`config.mk`:
```
export PLATFORM = sky130hd
export DESIGN_NAME = dashed_line_rasterizer_unit
export DESIGN_NICKNAME = d
export VERILOG_FILES = /design/src/dlr_pkg.sv /design/src/dlr_front.sv /design/src/dlr_queue.sv /design/src/dlr_back.sv /design/src/dashed_line_rasterizer_unit.sv
export SDC_FILE = /design/constraint.sdc
export NUM_CORES = 1
export LEC_CHECK = 0
export ABC_AREA = 1
export BUFFER_PORTS_ARGS = -buffer_cell sky130_fd_sc_hd__buf_4
export CORE_UTILIZATION = 56
export CTS_CLUSTER_SIZE = 10
export DETAILED_ROUTE_END_ITERATION = 7
export GPL_TIMING_DRIVEN = 0
export HOLD_SLACK_MARGIN = 0.1
export PLACE_DENSITY_LB_ADDON = 0.1
export SKIP_CTS_REPAIR_TIMING = 1
export SYNTH_ARGS = -nofsm -noshare
export SYNTH_HDL_FRONTEND = slang
export SYNTH_SLANG_ARGS = --single-unit
```
`constraint.sdc`:
```
create_clock -name clk -period 4.1 [get_ports clk]
set_clock_uncertainty 0.15 [all_clocks]
set_input_delay 0.82 -clock clk [delete_from_list [all_inputs] [get_ports clk]]
set_output_delay 0.82 -clock clk [all_outputs]
set_load 0.02 [all_outputs]
```
`src/dlr_pkg.sv`:
```
// dlr_pkg: shared constants, types and state codes of the dashed line rasterizer.
// No dependencies; every module of the block imports it.
`default_nettype none

package dlr_pkg;

  // Coordinate and dash widths
  localparam int COORD_BITS  = 6;
  localparam int PERIOD_BITS = 8;
  // Error term: range of about +/- 2 * 2^COORD_BITS, plus a sign bit
  localparam int ERR_BITS    = COORD_BITS + 3;

  // Segment queue between front and back
  localparam int Q_DEPTH     = 2;
  localparam int Q_PTR_BITS  = $clog2(Q_DEPTH);
  localparam int Q_CNT_BITS  = $clog2(Q_DEPTH + 1);

  typedef logic [COORD_BITS-1:0]  coord_t;
  typedef logic [PERIOD_BITS-1:0] period_t;
  typedef logic signed [ERR_BITS-1:0] err_t;

  // One classified segment, ready to walk
  typedef struct packed {
    coord_t  x;
    coord_t  y;
    coord_t  xe;
    coord_t  ye;
    err_t    dx;          // |xe - x|, zero or positive
    err_t    dy;          // -|ye - y|, zero or negative
    logic    step_x_neg;  // x walks downward
    logic    step_y_neg;  // y walks downward
    err_t    err;         // initial error dx + dy
    period_t period;      // dash period, zero already mapped to one
  } seg_t;

  // Queue fill status seen by front and back
  typedef struct packed {
    logic full;
    logic empty;
  } q_status_t;

  // Back-end walker states
  typedef enum logic {
    ST_IDLE,
    ST_RUN
  } walk_state_t;

endpackage

`default_nettype wire

```
`src/dlr_front.sv`:
```
// dlr_front: input handshake and segment setup (deltas, step signs, initial error).
// Depends on dlr_pkg; feeds dlr_queue.
`default_nettype none

module dlr_front
  import dlr_pkg::*;
(
  input  wire logic      start,
  output logic           busy,
  input  wire coord_t    in_start_x,
  input  wire coord_t    in_start_y,
  input  wire coord_t    in_end_x,
  input  wire coord_t    in_end_y,
  input  wire period_t   in_dash_period,
  input  wire q_status_t q_status,
  output logic           push,
  output seg_t           push_seg
);

  coord_t adx;
  coord_t ady;

  // Handshake: a transaction lands whenever the queue has room
  assign busy = q_status.full;
  assign push = start && !q_status.full;

  // Absolute deltas
  always_comb begin
    adx = (in_end_x > in_start_x) ? (in_end_x - in_start_x) : (in_start_x - in_end_x);
    ady = (in_end_y > in_start_y) ? (in_end_y - in_start_y) : (in_start_y - in_end_y);
  end

  // Classified segment
  always_comb begin
    push_seg.x          = in_start_x;
    push_seg.y          = in_start_y;
    push_seg.xe         = in_end_x;
    push_seg.ye         = in_end_y;
    push_seg.dx         = signed'({{(ERR_BITS-COORD_BITS){1'b0}}, adx});
    push_seg.dy         = -signed'({{(ERR_BITS-COORD_BITS){1'b0}}, ady});
    push_seg.step_x_neg = !(in_start_x < in_end_x);
    push_seg.step_y_neg = !(in_start_y < in_end_y);
    push_seg.err        = push_seg.dx + push_seg.dy;
    push_seg.period     = (in_dash_period == '0) ? period_t'(1) : in_dash_period;
  end

endmodule

`default_nettype wire

```
`src/dlr_queue.sv`:
```
// dlr_queue: short FIFO of classified segments between front and back.
// Depends on dlr_pkg.
`default_nettype none

module dlr_queue
  import dlr_pkg::*;
(
  input  wire logic  clk,
  input  wire logic  rst_n,
  input  wire logic  push,
  input  wire seg_t  push_seg,
  input  wire logic  pop,
  output seg_t       pop_seg,
  output q_status_t  status
);

  seg_t                  entry_r [Q_DEPTH];
  logic [Q_PTR_BITS-1:0] wr_ptr_r, wr_ptr_nxt;
  logic [Q_PTR_BITS-1:0] rd_ptr_r, rd_ptr_nxt;
  logic [Q_CNT_BITS-1:0] count_r, count_nxt;

  // Pointer wrap at the queue depth
  function automatic logic [Q_PTR_BITS-1:0] ptr_inc(input logic [Q_PTR_BITS-1:0] p);
    ptr_inc = (p == Q_PTR_BITS'(Q_DEPTH - 1)) ? '0 : p + Q_PTR_BITS'(1);
  endfunction

  assign status.full  = (count_r == Q_CNT_BITS'(Q_DEPTH));
  assign status.empty = (count_r == '0);
  assign pop_seg      = entry_r[rd_ptr_r];

  // Next pointers and fill count
  always_comb begin
    wr_ptr_nxt = push ? ptr_inc(wr_ptr_r) : wr_ptr_r;
    rd_ptr_nxt = pop  ? ptr_inc(rd_ptr_r) : rd_ptr_r;
    count_nxt  = count_r;
    if (push && !pop) begin
      count_nxt = count_r + Q_CNT_BITS'(1);
    end else if (pop && !push) begin
      count_nxt = count_r - Q_CNT_BITS'(1);
    end
  end

  // Control state
  always_ff @(posedge clk) begin
    if (!rst_n) begin
      wr_ptr_r <= '0;
      rd_ptr_r <= '0;
      count_r  <= '0;
    end else begin
      wr_ptr_r <= wr_ptr_nxt;
      rd_ptr_r <= rd_ptr_nxt;
      count_r  <= count_nxt;
    end
  end

  // Entry storage
  always_ff @(posedge clk) begin
    if (push) begin
      entry_r[wr_ptr_r] <= push_seg;
    end
  end

endmodule

`default_nettype wire

```
`src/dlr_back.sv`:
```
// dlr_back: Bresenham walker, one pixel per cycle, with dash counter.
// Depends on dlr_pkg; drains dlr_queue.
`default_nettype none

module dlr_back
  import dlr_pkg::*;
(
  input  wire logic      clk,
  input  wire logic      rst_n,
  input  wire q_status_t q_status,
  input  wire seg_t      pop_seg,
  output logic           pop,
  output logic           out_valid,
  output coord_t         out_pixel_x,
  output coord_t         out_pixel_y,
  output logic           out_pixel_on,
  output logic           out_last_pixel
);

  walk_state_t state_r, state_nxt;

  coord_t  x_r, y_r, xe_r, ye_r;
  err_t    dx_r, dy_r, err_r, err_nxt;
  logic    sxn_r, syn_r;
  period_t period_r;
  period_t cnt_r, cnt_nxt;

  logic                       done;
  logic signed [ERR_BITS:0]   twice;
  logic                       go_x, go_y;
  logic [PERIOD_BITS:0]       cnt_inc;

  assign done = (x_r == xe_r) && (y_r == ye_r);

  // Next state
  always_comb begin
    state_nxt = state_r;
    unique case (state_r)
      ST_IDLE: if (!q_status.empty) state_nxt = ST_RUN;
      ST_RUN:  if (done && q_status.empty) state_nxt = ST_IDLE;
      default: state_nxt = ST_IDLE;
    endcase
  end

  // Outputs of the state machine
  always_comb begin
    pop       = 1'b0;
    out_valid = 1'b0;
    unique case (state_r)
      ST_IDLE: pop = !q_status.empty;
      ST_RUN: begin
        out_valid = 1'b1;
        pop       = done && !q_status.empty;
      end
      default: pop = 1'b0;
    endcase
  end

  assign out_pixel_x    = x_r;
  assign out_pixel_y    = y_r;
  assign out_pixel_on   = (cnt_r == '0);
  assign out_last_pixel = done;

  // Bresenham error step, compares are signed
  always_comb begin
    twice   = {err_r, 1'b0};
    go_x    = (twice >= signed'({dy_r[ERR_BITS-1], dy_r}));
    go_y    = (twice <= signed'({dx_r[ERR_BITS-1], dx_r}));
    err_nxt = err_r + (go_x ? dy_r : err_t'(0)) + (go_y ? dx_r : err_t'(0));
  end

  // Dash counter: step index modulo the period
  always_comb begin
    cnt_inc = {1'b0, cnt_r} + (PERIOD_BITS + 1)'(1);
    cnt_nxt = (cnt_inc == {1'b0, period_r}) ? '0 : cnt_inc[PERIOD_BITS-1:0];
  end

  // State register
  always_ff @(posedge clk) begin
    if (!rst_n) begin
      state_r <= ST_IDLE;
    end else begin
      state_r <= state_nxt;
    end
  end

  // Walker datapath: load a segment or take one step
  always_ff @(posedge clk) begin
    if (pop) begin
      x_r      <= pop_seg.x;
      y_r      <= pop_seg.y;
      xe_r     <= pop_seg.xe;
      ye_r     <= pop_seg.ye;
      dx_r     <= pop_seg.dx;
      dy_r     <= pop_seg.dy;
      sxn_r    <= pop_seg.step_x_neg;
      syn_r    <= pop_seg.step_y_neg;
      err_r    <= pop_seg.err;
      period_r <= pop_seg.period;
      cnt_r    <= '0;
    end else if (state_r == ST_RUN) begin
      if (go_x) x_r <= sxn_r ? x_r - coord_t'(1) : x_r + coord_t'(1);
      if (go_y) y_r <= syn_r ? y_r - coord_t'(1) : y_r + coord_t'(1);
      err_r <= err_nxt;
      cnt_r <= cnt_nxt;
    end
  end

endmodule

`default_nettype wire

```
`src/dashed_line_rasterizer_unit.sv`:
```
// dashed_line_rasterizer_unit: top level, segment setup, queue and pixel walker.
// Depends on dlr_pkg, dlr_front, dlr_queue, dlr_back.
//
//  channel  | ports                                        | flow control
//  ---------+----------------------------------------------+------------------------
//  input    | start, busy, in_start_x/y, in_end_x/y,       | taken when start && !busy
//           | in_dash_period                               |
//  result   | out_valid, out_pixel_x/y, out_pixel_on,      | one-cycle strobe, no stall
//           | out_last_pixel                               |
//
// A segment yields max(|dx|,|dy|)+1 pixels, up to 64, one per cycle from the walker in
// dlr_back. With the walker idle, an accepted segment is written into the queue, then
// loaded into the walker registers, and its first pixel then appears on the ports;
// queued segments follow with no gap.
// busy is high while the two-entry segment queue is full.
// Synchronous active-low reset empties the queue and idles the walker.
`default_nettype none

module dashed_line_rasterizer_unit
  import dlr_pkg::*;
(
  input  wire logic    clk,
  input  wire logic    rst_n,
  input  wire logic    start,
  output logic         busy,
  input  wire coord_t  in_start_x,
  input  wire coord_t  in_start_y,
  input  wire coord_t  in_end_x,
  input  wire coord_t  in_end_y,
  input  wire period_t in_dash_period,
  output logic         out_valid,
  output coord_t       out_pixel_x,
  output coord_t       out_pixel_y,
  output logic         out_pixel_on,
  output logic         out_last_pixel
);

  q_status_t q_status;
  logic      push, pop;
  seg_t      push_seg, pop_seg;

  // Front: handshake and segment setup
  dlr_front u_front (
    .start          (start),
    .busy           (busy),
    .in_start_x     (in_start_x),
    .in_start_y     (in_start_y),
    .in_end_x       (in_end_x),
    .in_end_y       (in_end_y),
    .in_dash_period (in_dash_period),
    .q_status       (q_status),
    .push           (push),
    .push_seg       (push_seg)
  );

  // Segment queue
  dlr_queue u_queue (
    .clk      (clk),
    .rst_n    (rst_n),
    .push     (push),
    .push_seg (push_seg),
    .pop      (pop),
    .pop_seg  (pop_seg),
    .status   (q_status)
  );

  // Back: pixel walker
  dlr_back u_back (
    .clk            (clk),
    .rst_n          (rst_n),
    .q_status       (q_status),
    .pop_seg        (pop_seg),
    .pop            (pop),
    .out_valid      (out_valid),
    .out_pixel_x    (out_pixel_x),
    .out_pixel_y    (out_pixel_y),
    .out_pixel_on   (out_pixel_on),
    .out_last_pixel (out_last_pixel)
  );

endmodule

`default_nettype wire

```
==> results of run 1 <==
## through the flow
stage / hold WS [ps] / util, % / cell area [um2]
CTS: 361 / 65.8 / 11500
global route: 380 / 66.0 / 11500
finish: 358 / 66.0 / 11500
floorplan: 314 / - / 10100
detailed placement: 336 / 62.3 / 10900
global placement: 325 / 61.6 / 10800
## sequential cells by signal (all words and copies together), names as in the netlist, named ones only
name	cells
u_back.syn_r	1
u_back.dy_r	9
u_back.period_r	8
u_queue.entry_r	116
u_back.ye_r	6
u_back.out_pixel_x	6
u_back.cnt_r	8
u_back.dx_r	6
u_queue.rd_ptr_r	1
u_queue.wr_ptr_r	1
u_back.xe_r	6
u_back.state_r	1
u_back.err_r	9
u_queue.count_r	2
u_back.out_pixel_y	6
u_back.sxn_r	1
## layout by cell type (no fill, tap or decap), types with 5 or more instances in the layout
cell type  synthesis  routed
edfxtp_1         174     174
nand4_1            9       9
nor2_1            39      37
nor2_4             3       5
ha_1              65      64
a21o_1             6       6
mux2i_1           10      10
nand2_2            8       9
a21oi_1           42      40
fa_1              14      13
xnor2_1           14      14
dfxtp_1           14      14
clkbuf_1          19      22
xor2_1            27      27
o21ai_0           25      23
inv_1            138     138
nand3_1           47      47
buf_4              3      53
or2_2              7       7
clkbuf_16          0      17
buf_2              5       5
nand2_1          319     318
## worst max-delay path by stage
stage	startpoint	endpoint	slack, ps	cells after the start
CTS	u_back.dy_r[8]	u_back.err_r[7]	10	21
finish	in_start_y[5]	u_queue.entry_r[0][14]	290	20
global route	u_back.err_r[2]	u_back.err_r[7]	7	22
detailed placement	in_end_y[0]	u_queue.entry_r[1][15]	-350	23
global placement	start	u_queue.entry_r[1][46]	-1650	3
floorplan	start	u_queue.entry_r[1][0]	60	2
## metal layers
| layer | vias up | global-route usage, % |
|---|---|---|
| met2 | 135 | 40.4 |
| met1 | 3188 | 31.5 |
| li1 | 3506 | - |
| met4 | 0 | 7.53 |
| met3 | 20 | 4.18 |
| met5 | - | 0 |
## report_power, final
part / switching, mW / total [mW] / leakage, nW / internal (mW)
Sequential: 0.329 / 3.34 / 1.73 / 3.02
Clock: 0.682 / 1.67 / 0.284 / 0.993
Combinational: 2.81 / 4.48 / 3.14 / 1.67
## area by class of cell
| type | count | share of cell area, % |
|---|---|---|
| Sequential cell | 188 | 47.8 |
| Multi-Input combinational cell | 667 | 34.7 |
| Inverter | 142 | 4.62 |
| Timing Repair Buffer | 54 | 4.15 |
| Clock buffer | 22 | 4.03 |
| Tap cell | 225 | 2.44 |
| Clock inverter | 10 | 1.24 |
| Buffer | 28 | 1.06 |
## cell usage after synthesis, drive strengths merged, types with 2 or more instances
cell type / instances
nand2: 330
edfxtp: 174
inv: 141
ha: 65
nand3: 50
a21oi: 42
nor2: 42
o21ai: 29
xor2: 27
clkbuf: 19
dfxtp: 14
fa: 14
xnor2: 14
mux2i: 10
buf: 9
nand4: 9
or2: 7
a21o: 6
nor3: 4
nand3b: 3
o211ai: 3
a211oi: 2
a31oi: 2
o221ai: 2
## logic make-up after synthesis
family                   share of synthesized area [%]
multiplexers                                      1.10
flip-flops                                        54.4
XOR/XNOR                                          3.55
buffers and inverters                             6.48
AND/OR/NAND/NOR                                   18.5
adder cells (fa/ha/maj)                           10.8
AO/OA/AOI/OAI                                     5.08
## worst max-delay path, cell delays in order
cell and delay, ps:
buf_4 110, inv_1 40, ha_1 380, nand2_2 110, nor2_4 150, nand2_2 60
nand3_2 70, nand2_4 90, nand2_1 90, o21ai_2 80, ha_1 200, inv_1 110
xor2_1 220, inv_1 100, ha_1 330, a21o_1 200, a21oi_2 160, o21ai_0 110
a21oi_1 230, xnor2_1 140
==> summary.txt, run 1 <==
Routing
  • Metal3 WL: about 960 um
  • DR DRC count: 0
  • Routed Wire Length: about 20000 um
  • Uppermost layer routed: met4
  • Drt first pass iters: 5
  • Vias: ~6.8k
  • M1 wire length: 9050 um
  • DRT antenna net count: 0
  • Routed len/inst: around 15 um
  • Routed wl met2: about 10000 um
  • Via/cell ratio: a little over 5
  • 1st-iter DRT viols: 383

Die
  • Die extent in x: approximately 140 um
  • Die area: approximately 19000 um2
  • Initial Utilization: 57.9%
  • IO Pins: between 50 and 60
  • Die Span Y: approximately 140 um
  • Core area: around 17000 um2
  • # rows: 48

Clocking
  • Clock sink total: 188
  • CTS buffer count: 17
  • H-Tree Depth: 4
  • Clock Path Buffers: 2
  • Clock Latency Late Sink: 430 ps
  • CTS clk-pin slew, worst paths: about 70 ps
  • CTS Root Cell: clkbuf_16
  • TritonCTS clock tree: yes

Yosys
  • Ranking of synthesized cells by area: edfxtp_1 52%, nand2_1 12%, ha_1 8.0%, inv_1 5.1%, dfxtp_1 2.8%
  • Syn nets: ~1.1k
  • Syn. warnings: 0
  • Number of flops mapped to enable cells by yosys: 174
  • Yosys top cell by area: edfxtp_1
  • Predominant post-synthesis flop cell: edfxtp_1
  • FF+latch count, synth: approximately 190
  • Netlist cell types: 41
  • Gate Count Post-Synth: slightly above 1k
  • Synthesized cell area: ~10000 um2
  • Post-synth top area share: between 50% and 60%
  • Seq/Total Area, Yosys: between 50% and 60%
  • Asr flop ratio synth: 0%
  • Avg Cell Area, Syn: between 9 and 10 um2

Hold path
  • Hold worst-path end: u_queue.count_r[0]
  • Hold Crit Class: register to register
  • Hold-critical path depth: 1
  • Min-Delay Startpoint: u_queue.count_r[0]

Finish
  • Reg area: about 5500 um2
  • Fill cells: about 1.4k
  • Non-filler cells, final: around 1.3k
  • Nets: 1212
  • Area delta synth->final: 14.0%
  • Share of layout cells above drive strength 1: 11.7%
  • Area occupied by multi-input gates: between 4000 and 5000 um2
  • Antenna cells: 0

Global routing
  • Initial antenna violation count: 0
  • Total grt overflow: 0
  • First-pass GRT wire length: 33000 um
  • Overall routing resource usage: 24.0%
  • Vias in the first global route: approximately 6.6k
  • Largest net degree at the start of global routing: 47

Place
  • Final Wtd Congestion: 0.868
  • DP Worst Slack: -348 ps
  • Placed Cells incl. Taps: roughly 1.3k
  • Detailed placement HPWL: 14900 um
  • Port Buf Inserts: 50

Power
  • Leakage power: around 5.2 nW
  • Peak VDD IR: 521 uV
  • Tot Pwr: between 9 and 10 mW
  • Power per cell area: between 800 and 900 nW/um2

STA
  • Post-route clock period utilization: roughly 93%
  • Final worst path period need: 3810 ps
  • Slew HR: approximately a tenth
  • Final setup viols: 0
  • Worst-Margin Slew: roughly 1300 ps
  • Worst setup margin: around 300 ps
  • Fin. Hold Viols: 0
  • TNS Setup: 0 ps
  • RSZ-0062 raised after global routing: false
  • Slew Viols, Final: 0
  • Max Clk Rate: about 0.26 GHz

Worst setup path
  • Crit. End Element: register
  • Worst reg2reg path endpoint: u_back.err_r[7]
  • Worst-path fanout max: 8
  • R2R cell count: 20
  • R2r startpoint: u_back.err_r[2]
  • Critical Path AT: approximately 3800 ps
  • CP Launch Type: input pin
  • Critical Path RT: slightly above 4000 ps
  • Reg2Reg Setup Slack: 310 ps
  • Crit path kind: input pin to register

Outcome
  • Status: completed

Job
  • Max_cap viols: 0
Note: power is estimated with default switching activity, not from simulation.
==> run 2, diff against run 1 <==
- BUFFER_PORTS_ARGS: -buffer_cell sky130_fd_sc_hd__buf_4 -> unset
- CORE_UTILIZATION: 56 -> 58
- DONT_BUFFER_PORTS: unset -> 1
==> run 2 against run 1 <==
Non-clock buffer count down 50. Sequential power up 3%. Count of clock-buffer cells in the layout down 3. Worst hold slack worse by 25 ps. Via count down 2.8%. Sequential cell count unchanged. Register-to-register slack better by 30 ps. Clock power down 7%. Highest routed layer unchanged.
==> summary.txt, run 2 (same netlist as run 1, synthesis figures left out) <==
Die
  • Die area: 18000 um2 (-3.4%)
  • IO Pins: 51 (unchanged)
  • Initial Utilization: 60.1% (+2.3 points)
  • Die extent in x: 134 um (-1.7%)
  • # rows: 47 (-2.1%)
  • Die Span Y: 134 um (-1.7%)
  • Core area: 16800 um2 (-3.8%)

STA
  • Final setup viols: 0 (unchanged)
  • RSZ-0062 raised after global routing: false
  • Slew Viols, Final: 0 (unchanged)
  • Slew HR: 24.3% (+15 points)
  • Final worst path period need: 3840 ps (+37.4 ps)
  • Worst-Margin Slew: 1140 ps (-208 ps)
  • Post-route clock period utilization: 93.7% (+0.91 points)
  • Max Clk Rate: 0.260 GHz (-0.97%)
  • Fin. Hold Viols: 0 (unchanged)
  • Worst setup margin: 257 ps (-37.4 ps)

Finish
  • Nets: 1162 (-4.1%)
  • Area delta synth->final: 9.12%
  • Largest registers: u_queue.entry_r: 116 flops, u_back.dy_r: 9 flops, u_back.err_r: 9 flops
  • Largest register by flop count: u_queue.entry_r
  • Non-filler cells, final: 1280 (-4.2%)
  • Largest register FFs: 116 (unchanged)
  • Share of layout cells above drive strength 1: 6.89% (-4.8 points)
  • Most frequent cells in the layout: 318 x nand2_1, 174 x edfxtp_1, 138 x inv_1
  • Commonest non-fill, non-tap cell in the layout: nand2_1
  • Antenna cells: 0 (unchanged)

Hold path
  • Hold Crit Class: input pin to register
  • Min-Delay Startpoint: in_start_x[4]

Global routing
  • First-pass GRT wire length: 32700 um (-0.78%)
  • M1 GR Usage: 30.4% (-1.1 points)
  • Met2 Use GR: 42.7% (+2.3 points)
  • Overall routing resource usage: 24.3% (+0.36 points)
  • Most crowded layer after global routing: met2
  • Vias in the first global route: 6569 (-0.79%)
  • Total grt overflow: 0 (unchanged)
  • Initial antenna violation count: 0 (unchanged)
  • GRT met3 Usage: 4.76% (+0.59 points)
  • Largest net degree at the start of global routing: 47 (unchanged)

Place
  • Port Buf Inserts: 0 (-100%)
  • DP Worst Slack: -180 ps (+168 ps)
  • Placed Cells incl. Taps: 1248 (-4.3%)
  • Detailed placement HPWL: 14600 um (-1.9%)
  • Final Wtd Congestion: 0.849 (-2.2%)

Routing
  • Drt first pass iters: 5 (unchanged)
  • DR DRC count: 0 (unchanged)
  • Routed Wire Length: 20200 um (-0.32%)
  • DRT antenna net count: 0 (unchanged)
  • Routed len/inst: 15.8 um (+4.0%)
  • Vias: 6656 (-2.8%)
  • 1st-iter DRT viols: 306 (-20%)
  • Via/cell ratio: 5.20 (+1.4%)

Clocking
  • CTS Root Cell: clkbuf_16
  • Clock Path Buffers: 2 (unchanged)
  • Clock sink total: 188 (unchanged)
  • CTS clk-pin slew, worst paths: 70 ps (about the same)
  • H-Tree Depth: 4 (unchanged)
  • CTS buffer count: 17 (unchanged)
  • Clock Latency Late Sink: 430 ps (about the same)
  • TritonCTS clock tree: yes

Outcome
  • Status: completed

Worst setup path
  • Critical Path Start: in_end_y[0]
  • Crit. End Element: register
  • Crit path kind: input pin to register
  • Worst-path fanout max: 8 (unchanged)
  • CP Launch Type: input pin
  • Critical Path RT: 4120 ps (about the same)
  • Critical Path AT: 3860 ps (+40 ps)
  • R2r startpoint: u_back.err_r[8]

Power
  • Leakage power: 4.88 nW (-5.4%)
  • Logic gate share of total power: 46.0% (-1.2 points)
  • Seq pwr share: 37.1% (+1.9 points)
  • Clock Power Share: 16.8% (-0.8 points)
  • Internal power: 5.45 mW (-4.0%)
  • Power per cell area: 838 nW/um2 (+1.7%)
  • Peak VDD IR: 460 uV (-12%)
  • Sw Ratio: 41.1% (+0.85 points)
  • Switching power: 3.80 mW (-0.60%)

Job
  • Max_cap viols: 0 (unchanged)
-- run 2: per-stage QoR --
step | utilization (%) | setup TNS, ps | hold WS, ps | total power, mW | area [um2]
2_1_floorplan | - | 0 | 314 | 6.54 | 10100
3_3_place_gp | 61.8 | -178720 | 326 | 7.51 | 10400
3_5_place_dp | 62.2 | -850 | 335 | 7.67 | 10500
4_1_cts | 65.5 | 0 | 322 | 9.25 | 11000
5_1_grt | 65.6 | 0 | 316 | 10.0 | 11000
6_report | 65.6 | 0 | 333 | 9.25 | 11000
-- run 2: critical path, cell delays in order --
cell and delay, ps:
inv_1 30, ha_1 160, inv_1 50, fa_1 450, nand2_2 110, nand3_2 80
nand2_4 130, nand2_1 80, o21ai_2 100, ha_1 180, inv_1 80, xor2_1 220
inv_1 110, ha_1 340, a21o_1 200, a21oi_1 210, o21ai_0 120, a21oi_1 250
xnor2_1 140
-- run 2: path summary, 6_finish.rpt --
kind	endpoint	slack, ps	depth (start not counted)
max	u_queue.entry_r[1][14]	260	19
min	u_queue.entry_r[0][56]	330	0
max reg2reg	u_back.err_r[6]	340	19
min reg2reg	u_queue.rd_ptr_r	350	2
-- run 2: per-layer routing --
metal  vias up  routed length [um]
li1       3407                   -
met1      3103                9000
met2       128               10000
met3        18                 932
met4         0                 312
met5         -                   0
-- run 2: cell type report --
class | instances | area (um2)
Clock inverter | 12 | 125
Tap cell | 220 | 275
Fill cell | 1407 | 5780
Inverter | 142 | 533
Buffer | 28 | 123
Timing Repair Buffer | 4 | 67.6
Clock buffer | 19 | 433
Sequential cell | 188 | 5510
Multi-Input combinational cell | 667 | 3980
-- run 2: power groups by stage --
| stage | logic [mW] | clock network (mW) | registers [mW] |
|---|---|---|---|
| after floorplan | 3.17 | 0 | 3.36 |
| after global placement | 4.02 | 0 | 3.49 |
| after detailed placement | 4.20 | 0 | 3.48 |
| after CTS | 4.24 | 1.57 | 3.44 |
| after global routing | 4.91 | 1.64 | 3.50 |
| final | 4.26 | 1.56 | 3.44 |
